<file path="config.mk">
export PLATFORM = sky130hd
export DESIGN_NAME = rmed_cell
export DESIGN_NICKNAME = d
export VERILOG_FILES = /design/src/rtl/core/rmed_pkg.sv /design/src/rtl/core/rmed_cell.sv
export SDC_FILE = /design/constraint.sdc
export NUM_CORES = 1
export LEC_CHECK = 0
export BUFFER_PORTS_ARGS = -buffer_cell sky130_fd_sc_hd__buf_4
export CAP_MARGIN = 5
export CORE_MARGIN = 2
export CORE_UTILIZATION = 48
export DETAILED_ROUTE_END_ITERATION = 8
export GPL_TIMING_DRIVEN = 0
export PLACE_DENSITY = 0.83
export SKIP_LAST_GASP = 1
export SYNTH_ARGS = -nofsm -noshare
export SYNTH_HDL_FRONTEND = slang
export SYNTH_SLANG_ARGS = --single-unit
</file>
<file path="constraint.sdc">
create_clock -name clk -period 13.5 [get_ports clk]
set_clock_uncertainty 0.1 [all_clocks]
set_input_delay 2.025 -clock clk [delete_from_list [all_inputs] [get_ports clk]]
set_output_delay 2.025 -clock clk [all_outputs]
set_load 0.05 [all_outputs]
</file>
<file path="src/rtl/core/rmed_pkg.sv">
// ----------------------------------------------------------------------------
// rmed_pkg - shared constants and helpers for the running median block
// Widths of the sample path, default store size and select-tree staging.
// ----------------------------------------------------------------------------
package rmed_pkg;

    // sample and pair-sum widths
    localparam int DATA_W = 32;
    localparam int SUM_W  = 33;

    // default number of sorted cells
    localparam int CAPACITY = 256;

    // tree levels between two register ranks in the median select tree
    localparam int LEVELS_PER_REG = 4;

    // register ranks in a select tree of the given depth (root always registered)
    function automatic int tree_latency(input int depth);
        return (depth + LEVELS_PER_REG - 1) / LEVELS_PER_REG;
    endfunction

endpackage

</file>
<file path="src/rtl/core/rmed_cell.sv">
// ----------------------------------------------------------------------------
// rmed_cell - one slot of the sorted insertion chain
// Holds one sample; on insert keeps it, takes the left neighbor's value or
// takes the new sample, so the row stays in ascending order.
// ----------------------------------------------------------------------------
module rmed_cell (
    input  logic                               clk,
    input  logic                               ins,
    input  logic                               live,
    input  logic signed [rmed_pkg::DATA_W-1:0] smp,
    input  logic signed [rmed_pkg::DATA_W-1:0] prev_val,
    input  logic                               prev_gt,
    output logic signed [rmed_pkg::DATA_W-1:0] val,
    output logic                               gt
);

    logic signed [rmed_pkg::DATA_W-1:0] val_reg;
    logic signed [rmed_pkg::DATA_W-1:0] val_next;

    // stored sample is live and strictly above the new one: it moves right
    assign gt = live && (val_reg > smp);

    // equal samples stay left of the new one
    always_comb
    begin
        if (!ins || (live && !gt))
            val_next = val_reg;
        else if (prev_gt)
            val_next = prev_val;
        else
            val_next = smp;
    end

    always_ff @(posedge clk)
    begin
        val_reg <= val_next;
    end

    assign val = val_reg;

endmodule

</file>
* Yosys cells after proc, flatten, opt, wreduce, memory -nomap -nowiden
Index checks and enable logic that the tools add are counted.
** Word-level totals
- Register bits :: 32
- Input port bits :: 68
- Output and inout bits :: 33
- Logic and storage cells :: 8
** Operators by class
- Magnitude comparators :: 1
- Muxes and demuxes :: 1
- Reduce and logical (&&, ||, !) cells :: 5
** Operator list (number)
- 32-bit greater-than comparator :: 1
- 32-bit 2-to-1 mux :: 1
- 1-bit logical AND :: 2
- 1-bit logical NOT :: 2
- 1-bit logical OR :: 1

* Logic depth before layout (Yosys ltp)
Gate-level depths: netlist of run 1.
- Depth after elaboration :: 5
- Gate-level depth with buffers :: 8
- Mapped depth without buffers :: 8

* Least setup slack after synthesis of run 1
Ideal clock, no wire load.
- Kind :: in2out
- From :: input port smp[30] (netlist bit)
- To :: output port gt
- Arrival time :: 4.872 ns
- Required time :: 11.375 ns
- Slack :: 6.503 ns
- Stages :: 7
- Path buffers :: 0
- Cells stage by stage :: inv_1 > ha_1 > a21oi_2 > nand2_1 > a221o_1 > a211o_1 > o41ai_1
** Between the ends
- Word-level cells in the longest chain between the ends :: 2
** Ends and longest elaborated chain
- start, declared :: line rmed_cell.sv:10 : input logic signed [rmed_pkg::DATA_W-1:0] smp,
- 32-bit greater-than comparator :: line rmed_cell.sv:21 : assign gt = live && (val_reg > smp);
- 1-bit logical AND :: line rmed_cell.sv:21
- end, declared :: line rmed_cell.sv:14 : output logic gt
Every way passes these cells.

* Final worst setup path of run 1
- From :: input port smp[31] (netlist bit)
- To :: output port gt
Same word-level chain as after synthesis.

==> summary.md, run 1 <==
| Metric | Value |
|---|---|
| Largest net degree at the start of global routing | 20 |
| GP Congestion | ~0.85 |
| P&R area growth vs syn | 43.3% |
| Worst Path Arrival | 4.05 ns |
| Post-synthesis net count | 322 |
| Die Footprint | ~5000 µm² |
| P per Cell Area | 115 nW/µm² |
| Share of cells above drive strength 1 | 0.330 |
| Static leakage | 1.50 nW |
| Non-Filler Instances | 382 |
| Placed Cells | 374 |
| ANT nets after route | 0 |
| Post-synthesis sequential area ratio | 0.452 |
| Biggest cell delay along the critical path | 0.41 ns |
| HPWL after DPL | 4520 µm |
| Tightest Pin Transition | 1.02 ns |
| CP cell instances | buf_4, inv_1, ha_1, nand4_2, nor2_1, a221o_1, a211o_1, o41ai_1, buf_4 |
| #FFs+latches synth | 32 |
| IO buf count | 99 |
| # setup viols final | 0 |
| Antenna diode count | 0 |
| Register area | between 900 and 1000 µm² |
| H-tree depth | 2 |
| Global-route wire length before repair | approximately 9000 µm |
| Post-synth EDFFs | 32 |
| WL/cell | 14.5 µm |
| Unrepaired setup endpoints after global routing | false |
| Setup TNS | 0 ns |
| Die Wd | 70.6 µm |
| Routed wire length | 5530 µm |
| Number of DRC markers in iteration 0 | between 60 and 70 |
| Most used cell, CP | buf_4 |
| Relative slew slack | 0.317 |
| Max reg flops | 32 |
| Num rows | 24 |
| Synth top area share | 0.452 |
| Final layout net count | 429 |
| Yosys cell types | 27 |
| Max Cap Viol | 0 |
| Post-CTS Setup Repair Bufs | 0 |
| Worst IR Drop VDD | 0.0645 mV |
| Die Y-Extent | 70.6 µm |
| Primary FF master, synth | edfxtp_1 |
| Hold crit path type | reg2reg |
| Clk root buf | clkbuf_8 |
| Post-CTS Hold Buffers | 0 |
| Crit-path slowest cell | ha_1 |
| Fin. Hold Viols | 0 |
| PostCTS Resize Cnt | 0 |
| Critical path capture point type | primary output |
| Worst-Skew Late Latency | 0.28 ns |
| Fillers | 354 |
| Hold Path Stages | 2 |
| Final Max Slew Viols | 0 |
| Initial DRT Pass Iterations | 6 |
| Dominant cell type by area after synthesis | edfxtp_1 |
| Post-synth ARST share | 0 |
| Num CTS Buffers | 5 |
| Multi-input logic area | 1030 µm² |
| Initial antenna violation count | 0 |
| Setup CP Type | in2out |
| CP startpoint kind | input pin |
| FF-to-FF path depth | 7 |
| Drt via density | 5.26 |
| Clock tree buffer depth | 2 |
| CTS tree | done |
| CTS sink count | 32 |
| IO Count | 101 |
| Number of global-route vias before repair | a little over 2000 |
| Clock transition at path regs | around 0.06 ns |
| Status | completed |
| CP Max Fanout | 6 |
| Minimum clock period | 6.18 ns |
| Routed via count | 2011 |
| GRT Residual Overflow | 0 |
| Initial Util | 0.492 |
| Synthesized area | about 2100 µm² |
| Core ar. | 4320 µm² |
| Synth Instances | about 220 |
| Tot GR Track Use | 0.231 |
| Synth top area cells | edfxtp_1 (45%), ha_1 (19%), o21ai_0 (8.0%) |
| Max Fclk | 0.162 GHz |
| Req. time, crit path | ~11 ns |
| Final Cycle Share | 0.458 |
| # DRC | 0 |
| Synth Area per Inst | 9.58 µm² |
| Yosys warns | 0 |
path summary, 6_finish.rpt:
kind | start | endpoint | slack (ns)
worst max register to register | val[31]$_DFFE_PN_ | val[30]$_DFFE_PN_ | 10.28
worst max-delay path | smp[31] | gt | 7.32
worst min register to register | val[31]$_DFFE_PN_ | val[17]$_DFFE_PN_ | 1.16
worst min-delay path | val[31]$_DFFE_PN_ | val[17]$_DFFE_PN_ | 1.16
Yosys cell counts (all sizes together) (4+ instances only):
master  instances
ha             32
o21ai          34
clkbuf          7
nand3           4
nand4           8
a21oi          13
inv            34
nand2          38
edfxtp         32
per-layer routing:
| layer | vias to the layer above | global-route usage | wire [µm] |
|---|---|---|---|
| met5 | - | 0 | 0 |
| met4 | 0 | 0.0650 | 71 |
| met3 | 7 | 0.0769 | 482 |
| met2 | 84 | 0.412 | 2780 |
| met1 | 913 | 0.265 | 2200 |
| li1 | 1007 | - | - |
cell type report:
class | instances | area share
Multi-Input combinational cell | 149 | 0.338
Clock inverter | 1 | 0.00123
Buffer | 7 | 0.00862
Tap cell | 52 | 0.0214
Timing Repair Buffer | 100 | 0.249
Sequential cell | 32 | 0.315
Inverter | 34 | 0.0419
Clock buffer | 7 | 0.0251
kinds of logic after synthesis:
family / Yosys count / share of synthesized area
AOI/OAI and AO/OA: 59 / 0.161
adders and majority gates: 32 / 0.188
buffers and inverters: 41 / 0.0724
DFF: 32 / 0.452
muxes: 1 / 0.00530
and+or+nand+nor: 57 / 0.121
stage by stage:
stage               setup WS [ns]   util  power [mW]  area, µm²  hold slack, ns
detailed placement           7.32  0.686       0.283       2970            1.15
floorplan                    6.50      -       0.229       2130            2.05
global route                 7.17  0.705       0.370       3050            1.21
CTS                          7.31  0.705       0.353       3050            1.16
global placement             5.94  0.679       0.277       2930            2.19
finish                       7.32  0.705       0.350       3050            1.16
critical path, delay by kind of cell:
kind	cells	cell delay (ns)
buf+inv	3	0.38
simple gates	2	0.25
fa+ha+maj	1	0.41
compound gates	3	0.99
report_power, final:
| part | internal [mW] | total [mW] | switching, mW |
|---|---|---|---|
| sequential | 0.128 | 0.136 | 0.00770 |
| clock | 0.0359 | 0.0704 | 0.0345 |
| combinational | 0.0516 | 0.144 | 0.0920 |
cells in the final DEF, fill, tap and decap left out:
cell,instances
o2111ai_1,1
a2111oi_0,1
a21oi_1,12
o211ai_1,1
o41ai_1,1
nand4_1,7
o31a_1,1
nor2_1,2
edfxtp_1,32
nand3_1,4
a21o_1,2
a221o_1,2
nor2b_1,1
a2bb2oi_1,1
buf_4,99
and3_1,1
nand4_2,1
inv_1,34
a21oi_2,1
buf_8,1
clkbuf_1,9
o311ai_4,1
nor3_1,1
mux2_2,1
nor4_1,2
o21ai_0,34
a211o_1,1
ha_1,32
clkinv_1,1
nand2_1,38
clkbuf_8,5
(Power assumes the default switching activity.)
==> run 2, diff against run 1 <==
--- a/config.mk
+++ b/config.mk
@@ -5,13 +5,14 @@
 export SDC_FILE = /design/constraint.sdc
 export NUM_CORES = 1
 export LEC_CHECK = 0
+export ABC_AREA = 1
 export BUFFER_PORTS_ARGS = -buffer_cell sky130_fd_sc_hd__buf_4
 export CAP_MARGIN = 5
 export CORE_MARGIN = 2
-export CORE_UTILIZATION = 48
+export CORE_UTILIZATION = 47
 export DETAILED_ROUTE_END_ITERATION = 8
 export GPL_TIMING_DRIVEN = 0
-export PLACE_DENSITY = 0.83
+export PLACE_DENSITY = 0.81
 export SKIP_LAST_GASP = 1
 export SYNTH_ARGS = -nofsm -noshare
 export SYNTH_HDL_FRONTEND = slang
==> constraint.sdc (replaced) <==
create_clock -name clk -period 5.73 [get_ports clk]
set_clock_uncertainty 0.1 [all_clocks]
set_input_delay 0.8595 -clock clk [delete_from_list [all_inputs] [get_ports clk]]
set_output_delay 0.8595 -clock clk [all_outputs]
set_load 0.05 [all_outputs]
==> summary.md, run 2 <==
| Metric | Value |
|---|---|
| Post-synth EDFFs | 32 (unchanged) |
| Relative slew slack | 0.555 (+0.238) |
| # setup viols final | 0 (unchanged) |
| Primary FF master, synth | edfxtp_1 |
| Drt via density | 5.00 (-5.0%) |
| Worst Path Arrival | 2.46 ns (-1.59 ns) |
| WHS | 0.758 ns (-0.402 ns) |
| Status | completed |
| Clk root buf | clkbuf_8 |
| Static leakage | 1.60 nW (+6.7%) |
| H-tree depth | 2 (unchanged) |
| Main combinational cell family by area after synthesis | adder cells |
| Commonest cells after routing, fill and taps aside | buf_4 (99), nand2_1 (63), inv_1 (42), o21ai_0 (33) |
| #FFs+latches synth | 32 (unchanged) |
| Synth top area cells | edfxtp_1 (44%), ha_1 (18%), nand2_1 (11%) |
| Mux share of post-synthesis cell area | 0.00516 (-0.000140) |
| Dominant cell type by area after synthesis | edfxtp_1 |
| CP Max Fanout | 4 (-2) |
| Tightest Pin Transition | 0.666 ns (-0.357 ns) |
| Die Y-Extent | 72.2 µm (+2.3%) |
| P per Cell Area | 233 nW/µm² (+100%) |
| Worst IR Drop VDD | 0.154 mV (+140%) |
| PostCTS Resize Cnt | 0 (unchanged) |
| Initial Util | 0.495 (+0.00301) |
| Global-route wire length before repair | 8930 µm (-0.69%) |
| Routed via count | 2036 (+1.2%) |
| IO buf count | 99 (unchanged) |
| Share of cells above drive strength 1 | 0.324 (-0.00636) |
| Critical path capture point type | primary output |
| Commonest cells in the netlist | nand2_1 (63), inv_1 (42), o21ai_0 (33) |
| Post-CTS Setup Repair Bufs | 0 (unchanged) |
| Yosys warns | 0 (unchanged) |
| Worst path bufs/invs | 3 (unchanged) |
| Commonest non-fill, non-tap cell in the layout | buf_4 |
| Unrepaired setup endpoints after global routing | false |
| Switching pwr | 0.256 mW (+91%) |
| Cell Int Power | 0.467 mW (+120%) |
| Most frequent cell after synthesis | nand2_1 |
| Synth Area in Adders | 0.183 (-0.00496) |
| Crit-path slowest cell | ha_1 |
| Die Wd | 72.2 µm (+2.3%) |
| Synthesized area | 2180 µm² (+2.7%) |
| Post-CTS Hold Buffers | 0 (unchanged) |
| Core ar. | 4410 µm² (+2.1%) |
| Biggest cell delay along the critical path | 0.34 ns (-0.07 ns) |
| Largest net degree at the start of global routing | 18 (-10%) |
| Yosys cell types | 22 (-19%) |
| Antenna diode count | 0 (unchanged) |
| Clock tree buffer depth | 2 (unchanged) |
| Synth Area in XOR/XNOR | 0 (unchanged) |
| Post-synthesis sequential area ratio | 0.440 (-0.0119) |
| ANT nets after route | 0 (unchanged) |
| Final Max Slew Viols | 0 (unchanged) |
| Multi-input logic area | 1040 µm² (+1.3%) |
| Post-synthesis simple-gate area fraction | 0.155 (+0.0346) |
| Sw Ratio | 0.355 (-0.0290) |
| Final layout net count | 455 (+6.1%) |
| Initial DRT Pass Iterations | 4 (-2) |
| Synth Area per Inst | 8.80 µm² (-8.1%) |
| Fin. Hold Viols | 0 (unchanged) |
| Synth Instances | 248 (+12%) |
| Num rows | 24 (unchanged) |
| Routed wire length | 5450 µm (-1.5%) |
| CP startpoint kind | input pin |
| Initial antenna violation count | 0 (unchanged) |
| Comb pwr share | 0.361 (-0.049) |
| Fillers | 351 (-0.85%) |
| Setup TNS | 0 ns (unchanged) |
| Req. time, crit path | 4.77 ns (-6.61 ns) |
| Seq pwr share | 0.414 (+0.025) |
| Clk pwr share | 0.226 (+0.025) |
| IO Count | 101 (unchanged) |
| Largest delay contributor family on the critical path | simple AND/OR/NAND/NOR gates |
| # DRC | 0 (unchanged) |
| Number of DRC markers in iteration 0 | 90 (+36%) |
| Post-synth ARST share | 0 (unchanged) |
| Minimum clock period | 3.42 ns |
| Synth top area share | 0.440 (-0.0119) |
| Worst-Skew Late Latency | 0.28 ns (about the same) |
| Max Fclk | between 0.2 and 0.3 GHz |
| HPWL after DPL | 4450 µm (-1.7%) |
| Number of global-route vias before repair | 2073 (+1.5%) |
| Setup CP Type | in2out |
| CP cell instances | buf_4, inv_1, ha_1, nand2_1, nor2_2, nand2_2, nor3b_2, nand2_1, nand3_1, nand3_2, nor2_1, buf_4 |
| WL/cell | 13.4 µm (-7.5%) |
| GP Congestion | 0.771 (-9.5%) |
| P&R area growth vs syn | 42.1% |
| CTS tree | done |
| CTS sink count | 32 (unchanged) |
| Max Cap Viol | 0 (unchanged) |
| Register area | 961 µm² (unchanged) |
| Final Cycle Share | 0.597 |
| GRT Residual Overflow | 0 (unchanged) |
| Hold crit path type | in2reg |
| Die Footprint | 5210 µm² (+4.6%) |
| Tot GR Track Use | 0.220 (-0.0108) |
| Max reg flops | 32 (unchanged) |
| Num CTS Buffers | 5 (unchanged) |
| Post-synthesis net count | 348 (+8.1%) |
| Clock transition at path regs | 0.07 ns (about the same) |
| Compound-cell area share of the yosys netlist | 0.130 (-0.0312) |
==> run 2: cell types whose count changed in the layout (fill, tap and decap cells not counted), sizes merged, moves of 5 or more <==
cell   delta
inv       +8
nand2    +26
nand4     -5
nor2      +7
==> run 2: kinds of logic after synthesis <==
kind of cell	count (synthesis)
fa+ha+maj	32
compound gates	53
mux	1
simple gates	80
buf+inv	50
flops	32
==> run 2: power groups by stage <==
| stage | registers [mW] | clock network, mW | logic (mW) |
|---|---|---|---|
| finish | 0.299 | 0.163 | 0.261 |
| global route | 0.302 | 0.174 | 0.285 |
| CTS | 0.299 | 0.165 | 0.263 |
| detailed placement | 0.304 | 0 | 0.262 |
| global placement | 0.304 | 0 | 0.248 |
| floorplan | 0.375 | 0 | 0.0898 |
==> run 2: through the flow <==
stage	power, mW	utilization	cell area [µm²]	cells	worst slack (ns)
finish	0.723	0.703	3100	407	2.31
floorplan	0.465	-	2180	248	2.21
global route	0.761	0.703	3100	407	2.13
global placement	0.553	0.678	2990	399	1.70
CTS	0.727	0.703	3100	407	2.31
detailed placement	0.566	0.686	3030	400	2.33
==> run 2: path summary, 6_finish.rpt <==
kind	start	to	slack [ns]	cells after the start
min reg2reg	val[31]$_DFFE_PN_	val[3]$_DFFE_PN_	1.03	4
max	smp[31]	gt	2.31	12
min	prev_val[26]	val[26]$_DFFE_PN_	0.76	3
max reg2reg	val[31]$_DFFE_PN_	val[30]$_DFFE_PN_	2.96	10
==> run 2: worst min-delay path: stages <==
cell     delay [ns]
buf_4          0.08
nand2_1        0.04
o21ai_0        0.05
==> run 2: area by class of cell <==
cell class / count / share of cell area
clock buffer: 5 / 0.0222
inverter: 43 / 0.0520
tap: 52 / 0.0210
clock inverter: 2 / 0.00242
multi-input combinational: 166 / 0.336
sequential: 32 / 0.310
buffer: 7 / 0.00847
timing repair buffer: 100 / 0.248
==> run 2: routing by layer <==
layer | part of all wire | global-route usage | vias to the layer above
li1 | - | - | 1038
met1 | 0.41 | 0.270 | 932
met2 | 0.52 | 0.397 | 62
met3 | 0.058 | 0.0444 | 4
met4 | 0.0092 | 0.0503 | 0
met5 | 0 | 0 | -
==> run 3, diff against run 2 <==
--- a/config.mk
+++ b/config.mk
@@ -9,10 +9,10 @@
 export BUFFER_PORTS_ARGS = -buffer_cell sky130_fd_sc_hd__buf_4
 export CAP_MARGIN = 5
 export CORE_MARGIN = 2
-export CORE_UTILIZATION = 47
+export CORE_UTILIZATION = 43
 export DETAILED_ROUTE_END_ITERATION = 8
 export GPL_TIMING_DRIVEN = 0
-export PLACE_DENSITY = 0.81
+export PLACE_DENSITY = 0.78
 export SKIP_LAST_GASP = 1
 export SYNTH_ARGS = -nofsm -noshare
 export SYNTH_HDL_FRONTEND = slang
==> constraint.sdc (replaced) <==
create_clock -name clk -period 2.75 [get_ports clk]
set_clock_uncertainty 0.1 [all_clocks]
set_input_delay 0.4125 -clock clk [delete_from_list [all_inputs] [get_ports clk]]
set_output_delay 0.4125 -clock clk [all_outputs]
set_load 0.05 [all_outputs]
==> summary.md, run 3 (synthesis gave the netlist of run 2 again) <==
| Metric | Value |
|---|---|
| Register area | 961 µm² (unchanged) |
| Fin. Hold Viols | 0 (unchanged) |
| Final layout net count | 460 (+1.1%) |
| Static leakage | 1.64 nW (+2.9%) |
| IO Count | 101 (unchanged) |
| Worst Path Arrival | 2.18 ns (-0.28 ns) |
| Worst IR Drop VDD | 0.285 mV (+85%) |
| Commonest cells after routing, fill and taps aside | buf_4 (103), nand2_1 (60), inv_1 (42), o21ai_0 (32), edfxtp_1 (32) |
| Die Wd | 75.3 µm (+4.3%) |
| Status | completed |
| IO buf count | 99 (unchanged) |
| Crit-path slowest cell | edfxtp_1 |
| # DRC | 0 (unchanged) |
| GRT Residual Overflow | 0 (unchanged) |
| CTS tree | done |
| H-tree depth | 2 (unchanged) |
| Final Max Slew Viols | 0 (unchanged) |
| Num CTS Buffers | 5 (unchanged) |
| CP cell instances | ha_4, nand2_1, nor2_2, nand2_2, nor3b_4, nand2_1, nand3_2, nand3_4, nor2_4, buf_8 |
| P&R area growth vs syn | 51.9% |
| Fillers | 431 (+23%) |
| Initial antenna violation count | 0 (unchanged) |
| Hold crit path type | in2reg |
| Setup Slack @ Placement | -0.292 ns (-2.62 ns) |
| Drt via density | 4.83 (-3.5%) |
| Core ar. | 4820 µm² (+9.1%) |
| Initial Util | 0.453 (-0.0414) |
| Number of global-route vias before repair | 1971 (-4.9%) |
| Post-route setup slack | 0.0606 ns (-2.25 ns) |
| Antenna diode count | 0 (unchanged) |
| Worst-Skew Late Latency | 0.28 ns (about the same) |
| WL/cell | 13.5 µm (+0.45%) |
| Global-route wire length before repair | 8500 µm (-4.8%) |
| Multi-input logic area | 1210 µm² (+16%) |
| Critical path capture point type | primary output |
| Routed via count | 2067 (+1.5%) |
| Most used cell, CP | nand2_1 |
| Clock tree buffer depth | 2 (unchanged) |
| Largest net degree at the start of global routing | 17 (-1) |
| HPWL after DPL | 4350 µm (-2.2%) |
| CP startpoint kind | register |
| Biggest cell delay along the critical path | 0.44 ns (+0.10 ns) |
| Final Cycle Share | 0.978 |
| Dpl cell area | 3050 µm² (+0.62%) |
| Number of DRC markers in iteration 0 | 81 (-10%) |
| Tot GR Track Use | 0.199 (-0.0209) |
| Setup CP Type | reg2out |
| Clock transition at path regs | 0.08 ns (about the same) |
| Num rows | 25 (+4.2%) |
| Commonest non-fill, non-tap cell in the layout | buf_4 |
| # setup viols final | 0 (unchanged) |
| Max Fclk | 0.372 GHz |
| Initial DRT Pass Iterations | 6 (+2) |
| Relative slew slack | 0.601 (+0.0464) |
| Die Footprint | 5660 µm² (+8.8%) |
| Max reg flops | 32 (unchanged) |
| Share of cells above drive strength 1 | 0.382 (+0.0583) |
| Req. time, crit path | 2.24 ns (-2.53 ns) |
| Die Y-Extent | 75.3 µm (+4.3%) |
| ANT nets after route | 0 (unchanged) |
| CP Max Fanout | 3 (-1) |
| Clk root buf | clkbuf_8 |
| Tightest Pin Transition | 0.596 ns (-0.0694 ns) |
| Minimum clock period | 2.69 ns |
| WHS | 0.310 ns (-0.448 ns) |
| Final Instance Area | 3320 µm² (+6.9%) |
| Unrepaired setup endpoints after global routing | true |
| Max Cap Viol | 0 (unchanged) |
| P per Cell Area | 476 nW/µm² (+100%) |
| Routed wire length | 5760 µm (+5.6%) |
| CTS sink count | 32 (unchanged) |
| GP Congestion | 0.738 (-4.3%) |
## run 3: report_power, final
part | leakage (nW) | internal [mW] | switching, mW
registers | 0.311 | 0.598 | 0.0293
clock network | 0.0453 | 0.172 | 0.181
logic | 1.29 | 0.237 | 0.361
## run 3: timing repair
item                                    4_1_cts  5_1_grt
gates resized for setup                       1       22
setup buffers                                 0        5
gates cloned                                  1        0
pin swaps                                     1       11
hold buffers                                  0        0
endpoints found under the setup margin       32       20
## run 3: worst max-delay path: cells and delay by family, from the launching register on
family | cells | cell delay (ns)
buffers and inverters | 1 | 0.15
DFF | 1 | 0.44
adders and majority gates | 1 | 0.30
and+or+nand+nor | 8 | 1.00
## run 3: final timing paths
| check | from | endpoint | slack [ns] | cells after the start |
|---|---|---|---|---|
| setup / recovery | val[31]$_DFFE_PN_ | gt | 0.06 | 10 |
| hold / removal | prev_val[23] | val[23]$_DFFE_PN_ | 0.31 | 3 |
| setup reg to reg | val[31]$_DFFE_PN_ | val[1]$_DFFE_PN_ | 0.16 | 9 |
| hold reg to reg | val[31]$_DFFE_PN_ | val[31]$_DFFE_PN_ | 1.12 | 5 |
## run 3: per-stage QoR
stage | total power, mW | util | setup TNS (ns) | std cells
6_report | 1.58 | 0.688 | 0 | 428
5_1_grt | 1.66 | 0.688 | -0.0300 | 428
4_1_cts | 1.53 | 0.653 | -0.0326 | 423
3_5_place_dp | 1.18 | 0.632 | -9.29 | 414
3_3_place_gp | 1.16 | 0.632 | -8.76 | 414
2_1_floorplan | 0.976 | - | -1.36 | 248
## run 3: final cells by class
| class | instances | share of cell area |
|---|---|---|
| buffer | 7 | 0.00792 |
| clock buffer | 5 | 0.0208 |
| clock inverter | 3 | 0.00415 |
| inverter | 43 | 0.0487 |
| multi-input combinational | 167 | 0.366 |
| sequential | 32 | 0.290 |
| tap | 67 | 0.0253 |
| timing repair buffer | 104 | 0.238 |
## run 3: layer usage
metal  vias to the layer above  global-route usage  wire (µm)
li1                       1051                   -          -
met1                       950               0.248       2390
met2                        64               0.349       3030
met3                         2              0.0495        297
met4                         0              0.0468         35
met5                         -                   0          0
